<file path="config.mk">
export PLATFORM = sky130hd
export DESIGN_NAME = rtpft_ctrl
export DESIGN_NICKNAME = d
export VERILOG_FILES = /design/src/rtl/core/rtpft_pkg.sv /design/src/rtl/core/rtpft_ctrl.sv
export SDC_FILE = /design/constraint.sdc
export NUM_CORES = 1
export LEC_CHECK = 0
export ABC_AREA = 1
export BUFFER_PORTS_ARGS = -buffer_cell sky130_fd_sc_hd__buf_2
export CAP_MARGIN = 40
export CELL_PAD_IN_SITES_DETAIL_PLACEMENT = 1
export CELL_PAD_IN_SITES_GLOBAL_PLACEMENT = 2
export CORE_ASPECT_RATIO = 0.7
export CORE_MARGIN = 2
export CORE_UTILIZATION = 19
export CTS_BUF_LIST = sky130_fd_sc_hd__clkbuf_2 sky130_fd_sc_hd__clkbuf_4 sky130_fd_sc_hd__clkbuf_8
export DETAILED_ROUTE_END_ITERATION = 10
export GPL_ROUTABILITY_DRIVEN = 0
export PLACE_DENSITY_LB_ADDON = 0.12
export SYNTH_ARGS = -nofsm -noshare
export SYNTH_HDL_FRONTEND = slang
export SYNTH_SLANG_ARGS = --single-unit
</file>
<file path="constraint.sdc">
create_clock -name clk -period 1.1 [get_ports clk]
set_input_delay 0.055 -clock clk [delete_from_list [all_inputs] [get_ports clk]]
set_output_delay 0.055 -clock clk [all_outputs]
set_load 0.02 [all_outputs]
</file>
<file path="src/rtl/core/rtpft_pkg.sv">
// ----------------------------------------------------------------------------
// rtpft_pkg : shared types and constants of the rtp flow table
// word layouts, result kinds, controller states and datapath commands
// ----------------------------------------------------------------------------
package rtpft_pkg;

    localparam int unsigned TableEntriesDefault = 32;
    localparam logic [31:0] IdleTimeoutReset    = 32'd30;
    localparam logic [31:0] SweepPeriodReset    = 32'd5;

    localparam int unsigned SlotW = 5;
    localparam int unsigned KindW = 3;

    // result kinds
    localparam logic [KindW-1:0] KIND_RECORDED = 3'd0;
    localparam logic [KindW-1:0] KIND_ZERO_SSRC = 3'd1;
    localparam logic [KindW-1:0] KIND_FULL     = 3'd2;
    localparam logic [KindW-1:0] KIND_CLOSED   = 3'd3;
    localparam logic [KindW-1:0] KIND_TICK     = 3'd4;

    // configuration register indexes
    localparam logic CFG_IDLE_TIMEOUT = 1'b0;
    localparam logic CFG_SWEEP_PERIOD = 1'b1;

    localparam logic ACT_PACKET = 1'b0;
    localparam logic ACT_TICK   = 1'b1;

    typedef struct packed {
        logic        action;
        logic [31:0] pkt_ssrc;
        logic [31:0] src_addr;
        logic [15:0] src_port;
        logic [31:0] dst_addr;
        logic [15:0] dst_port;
        logic [15:0] seq_in;
        logic [7:0]  pt_in;
        logic [31:0] rtp_ts_in;
        logic [31:0] now;
    } in_word_t;

    typedef struct packed {
        logic [KindW-1:0] kind;
        logic [SlotW-1:0] slot;
        logic             new_stream;
        logic [31:0]      out_ssrc;
        logic [31:0]      rec_timestamp;
        logic [15:0]      rec_seq;
        logic [7:0]       rec_pt;
        logic [31:0]      frame_total;
        logic [31:0]      duration;
        logic             last;
    } out_word_t;

    typedef enum logic [2:0] {
        ST_IDLE,
        ST_SCAN,
        ST_DECIDE,
        ST_UPDATE,
        ST_EMIT
    } state_t;

    // command bundle from controller to datapath
    typedef struct packed {
        logic load;       // capture input word, start at slot 0
        logic scan;       // read current slot, advance
        logic write_pkt;  // write packet update to target slot
        logic evict;      // clear valid of evicted slot
        logic set_sweep;  // last sweep time := now
        logic emit;       // load output register from result
        logic [KindW-1:0] kind;
        logic             is_last;
    } cmd_t;

    // status bundle from datapath to controller
    typedef struct packed {
        logic scan_done;   // all slots read and checked
        logic hit;         // key found
        logic have_free;   // a free slot exists
        logic zero_ssrc;
        logic is_tick;
        logic sweep_due;
        logic expire;      // current sweep slot qualifies for eviction
        logic out_busy;    // output register holds a stalled word
    } stat_t;

endpackage

</file>
<file path="src/rtl/core/rtpft_ctrl.sv">
// ----------------------------------------------------------------------------
// rtpft_ctrl : sequencer of the flow table
// walks the slots when needed; records or rejects packets, evicts on a due tick, closes the tick
// ----------------------------------------------------------------------------
module rtpft_ctrl (
    input  logic              clk,
    input  logic              rst_n,
    input  logic              in_valid,
    output logic              in_stall,
    input  rtpft_pkg::stat_t  stat,
    output rtpft_pkg::cmd_t   cmd
);
    import rtpft_pkg::*;

    state_t state_reg, state_next;

    always_ff @(posedge clk or negedge rst_n)
    begin
        if (!rst_n)
            state_reg <= ST_IDLE;
        else
            state_reg <= state_next;
    end

    always_comb
    begin
        state_next = state_reg;
        cmd        = '0;
        in_stall   = 1'b1;
        unique case (state_reg)
            ST_IDLE:
            begin
                in_stall = 1'b0;
                if (in_valid)
                begin
                    cmd.load   = 1'b1;
                    state_next = ST_DECIDE;
                end
            end
            ST_DECIDE:
            begin
                // early exits before any walk
                if (stat.is_tick && !stat.sweep_due)
                begin
                    cmd.kind = KIND_TICK;
                    cmd.is_last = 1'b1;
                    if (!stat.out_busy)
                    begin
                        cmd.emit   = 1'b1;
                        state_next = ST_IDLE;
                    end
                end
                else if (!stat.is_tick && stat.zero_ssrc)
                begin
                    cmd.kind = KIND_ZERO_SSRC;
                    cmd.is_last = 1'b1;
                    if (!stat.out_busy)
                    begin
                        cmd.emit   = 1'b1;
                        state_next = ST_IDLE;
                    end
                end
                else
                begin
                    cmd.set_sweep = stat.is_tick;
                    state_next    = ST_SCAN;
                end
            end
            ST_SCAN:
            begin
                if (stat.is_tick && stat.expire)
                begin
                    // hold the walk until the closed word can leave
                    cmd.kind = KIND_CLOSED;
                    if (!stat.out_busy)
                    begin
                        cmd.emit  = 1'b1;
                        cmd.evict = 1'b1;
                        cmd.scan  = 1'b1;
                    end
                end
                else if (stat.scan_done)
                begin
                    if (stat.is_tick)
                        state_next = ST_EMIT;
                    else
                    begin
                        cmd.scan   = 1'b1;
                        state_next = ST_UPDATE;
                    end
                end
                else
                    cmd.scan = 1'b1;
            end
            ST_UPDATE:
            begin
                // this spare state lets a hit's frame count be re-read
                state_next = ST_EMIT;
            end
            ST_EMIT:
            begin
                cmd.is_last = 1'b1;
                if (stat.is_tick)
                    cmd.kind = KIND_TICK;
                else if (stat.hit || stat.have_free)
                    cmd.kind = KIND_RECORDED;
                else
                    cmd.kind = KIND_FULL;
                if (!stat.out_busy)
                begin
                    cmd.emit      = 1'b1;
                    cmd.write_pkt = !stat.is_tick && (stat.hit || stat.have_free);
                    state_next    = ST_IDLE;
                end
            end
            default:
                state_next = ST_IDLE;
        endcase
    end

    a_ready_idle: assert property (@(posedge clk) disable iff (!rst_n)
        !in_stall |-> state_reg == ST_IDLE)
        else $error("input taken while busy");
    a_load_next: assert property (@(posedge clk) disable iff (!rst_n)
        cmd.load |=> state_reg == ST_DECIDE)
        else $error("load not followed by decision");
    a_evict_tick: assert property (@(posedge clk) disable iff (!rst_n)
        cmd.evict |-> stat.is_tick)
        else $error("eviction outside a tick");
endmodule

</file>
# Yosys cells after proc, flatten, opt, wreduce, memory -nomap -nowiden
# Index checks and enable logic that the tools add are counted.
totals:
  inputBits: 11
  output_inout_bits: 11
  wordCells: 47
  regBits: 3
classes:
  eq_ne: 7
  reduce_logical: 9
  n_mux: 30
op_table:
  columns: ["cell", "n"]
  rows:
  - ["$mux W3", 8]
  - ["$mux W1", 15]
  - ["$pmux W3 S5", 1]
  - ["$pmux W4 S3", 1]
  - ["$mux W5", 2]
  - ["$eq A3 B2 Y1 const B", 2]
  - ["$ne A2 B2 Y1 const B", 3]
  - ["$logic_and A1 B1 Y1", 4]
  - ["$mux W4", 1]
  - ["$eq A3 B1 Y1 const B", 1]
  - ["$eq A3 B3 Y1 const B", 1]
  - ["$logic_not A3 Y1", 1]
  - ["$reduce_and A3 Y1", 1]
  - ["$logic_not A1 Y1", 2]
  - ["$mux W2", 1]
  - ["$pmux W1 S2", 1]
  - ["$logic_or A1 B1 Y1", 1]

# Longest topological paths before layout
logic_depth:
  ltp_word: 5
  mapped_depth: 7
  depth_no_buf: 7

# Worst setup path before layout
# Ideal clock, no wire load.
synth_path:
  kind: "flip-flop to output port"
  startpoint: "register state_reg[0]"
  endpoint: "output cmd[7] (netlist bit)"
  path_stages_with_launch: 4
  arrival_time_ns: 1.277
  required_ns: 1.045
  path_buffers: 0
  slack_ns: -0.232
  path_cell_list: "dfrtp_1 > nor2_1 > nand2_1 > nor4_1"
synth_rtl:
  columns: ["element", "line_no", "rtl"]
  rows:
  - ["start: declaration", "rtpft_ctrl.sv:15", "state_t state_reg, state_next;"]
  - ["start signal: assignment", "rtpft_ctrl.sv:22", "state_reg <= state_next;"]
  - ["end: declaration", "rtpft_ctrl.sv:11", "output rtpft_pkg::cmd_t cmd"]

==> out/metrics.cfg <==
[run_status]
status = complete, but fails checks
violations = setup timing

[finish]
final_area_um2 = 770.7
num_antenna_cells = 0
n_fill_cell = 241
largest_register_ff_count = 3
utilization_pct = 42.31
area_growth_pct = 113.9
final_nets = 114
final_layout_size_suffix_gt1_share_pct = 62.75

[die]
design.core.area_mm2 = 0.001822
num_rows = 13
dieArea_mm2 = 0.002266
fp.dieW_um = 56.05
start_util_pct = 19.78
die_height_um = 40.44
top_level_ports = 22

[global_routing]
overflow = 0
antenna_found_initial = 0
grt_pass1_wl_um = 2332
grt_pass1_vias = 538
track_usage_pct = 13.66
grt_max_degree = 10

[logic_synthesis]
synthTopCellsByCount = nand2_1 (23), inv_1 (11), nor2_1 (9)
yosysWarnings = 0
synthArstFlopShare_pct = 100.0
synth_top_area_share_pct = 23.96
syn_avg_cell_area_um2 = 5.378
syn_nets = 78
synth_edf_count = 0
synth_flop_cell = dfrtp_1
synth_cell_types = 15
syn_inst = 67
ys_seq_area_share_pct = 20.83
yosysMostFrequentCell = nand2_1
synth.area.top_cells = nand2_1 (24%), dfrtp_1 (21%), inv_1 (11%), nor2_1 (9.4%), a21oi_1 (6.9%)
ys_ff_latch = 3
syn_area_um2 = 360.3
yosys.area.top_type = nand2_1

[setup_path]
r2r_cells = 9
start_kind = flop
cp-end-kind = output port
crit_required_ns = 1.04
reg2reg_from = state_reg[1]$_DFFE_PN0P_
reg2reg_to = state_reg[0]$_DFFE_PN0P_
arrival_ns = 1.33
rrSetupSlack_ns = -0.21
path_max_fanout = 4
criticalPathCategory = reg2out

[drt]
dr_wl_met3_um = 63
wl_met1_um = 670
ant_nets = 0
wl_per_cell_um = 11.30
totalWireLength_um = 1401
drc = 0
drt_iter0_drc = 4
vias = 545
viasPerCell = 4.395
detail_route.first_pass.iterations = 3
route.top_layer_used = met3
dr_wl_met2_um = 667

[sta]
hold_viol = 0
setup_viol = 14
setup_ws_ns = -0.2823
fmax_mhz = 723.4
period_minus_slack_ns = 1.382
relSlewSlack_pct = 78.51
rsz0062_at_grt = true
tightest_slew_ns = 0.3190
finalMaxSlewViolations = 0
timing.final.crit_share_pct = 125.7
fin_skew_ns = 0.004303

[pwr]
p_sw_uw = 862.6
p_leak_uw = 0.0003935
switching_share_pct = 46.26
powerDensity_mw_per_mm2 = 2419
power_frac_clock_pct = 11.8
p_comb_share_pct = 74.8
p_int_uw = 1002
seqPwrFrac_pct = 13.4
ir_worst_vdd_v = 0.001034

[worst_hold_path]
hold_class = in2reg
min_from = stat[7]
min_path_cells = 4
hold_path_end = state_reg[0]$_DFFE_PN0P_

[cts]
clock_latency_ns = 0.23
clk_pin_slew_ns = 0.04
cts_max_level = 1
cts_tree = yes
cts_root_buf = clkbuf_4
cts_made_buffers = 3
clock_sinks = 3
cts_buffer_depth = 2

[placement]
place_hpwl_um = 1054
io_buffers = 21
place_area_um2 = 548.0

[run]
drv_cap = 0

==> routing by layer <==
layer | GRT usage, % | up-vias
met5 | 0 | -
met4 | 3.571 | 0
met3 | 3.548 | 0
met2 | 23.24 | 15
met1 | 17.66 | 248
li1 | - | 282
==> per-stage QoR <==
step	hold WS, ns	setup WS [ns]	power, uW	setup TNS [ns]	cells
final	0.1530	-0.2823	1865	-2.962	124
after global routing	0.1581	-0.3640	2012	-3.976	124
after CTS	0.1504	-0.2585	1705	-2.655	123
after detailed placement	-0.1480	-0.1320	1090	-0.5578	115
after global placement	-0.1480	-0.1270	1086	-0.4791	115
after floorplan	-0.2406	-0.02363	716.4	-0.06285	67
==> power groups by stage <==
stage	Combinational, uW	Clock [uW]	Sequential (uW)
6_report	1390	220	251
5_1_grt	1510	247	259
4_1_cts	1230	225	246
3_5_place_dp	872	0	218
3_3_place_gp	868	0	218
2_1_floorplan	507	0	210
==> critical path, cell delays in order (launching register included) <==
cell and delay [ns]:
dfrtp_2 0.44, nor2_2 0.16, nand2_2 0.09, nor2_4 0.12
inv_2 0.06, o21ai_1 0.07, buf_4 0.15
==> cells by family (layout without fill, tap and decap cells) <==
group / after synthesis / count (layout) / synth area share, %
AND/OR/NAND/NOR: 38 / 38 / 45.49
buffers and inverters: 13 / 48 / 13.89
flip-flops: 3 / 3 / 20.83
AO/OA/AOI/OAI: 13 / 13 / 19.79
==> cell type report <==
class | instances | area (um^2) | share of cell area (%)
Multi-Input combinational cell | 51 | 341.6 | 44.32
Timing Repair Buffer | 32 | 247.7 | 32.14
Sequential cell | 3 | 78.83 | 10.23
Inverter | 12 | 45.04 | 5.844
Clock buffer | 4 | 30.03 | 3.896
Tap cell | 22 | 27.53 | 3.571
==> worst max path at each step <==
stage | startpoint | endpoint | slack, ns | cells past startpoint
4_1_cts | state_reg[2]$_DFFE_PN0P_ | cmd[1] | -0.26 | 6
6_report | state_reg[1]$_DFFE_PN0P_ | cmd[1] | -0.28 | 6
5_1_grt | state_reg[1]$_DFFE_PN0P_ | cmd[1] | -0.36 | 6
3_3_place_gp | state_reg[2]$_DFFE_PN0P_ | cmd[4] | -0.13 | 6
3_5_place_dp | state_reg[2]$_DFFE_PN0P_ | cmd[4] | -0.13 | 6
2_1_floorplan | state_reg[2]$_DFFE_PN0P_ | cmd[0] | -0.02 | 3
==> what timing repair did <==
item,in CTS,in global routing
buffers inserted,5,1
hold buffers,1,0
hold endpoints to repair,3,0
endpoints found under the setup margin,13,14
resized for setup,38,12
pin swaps,10,6
==> cell usage in the layout (no fill, tap or decap), drive strengths merged, types with 2 or more instances in the layout <==
cell and count:
nor2 10, nand2 23, o21bai 2, o21ai 5
inv 12, nand3 3, a21oi 5, buf 31
dfrtp 3, clkbuf 4
Power figures use the tool's default switching activity.
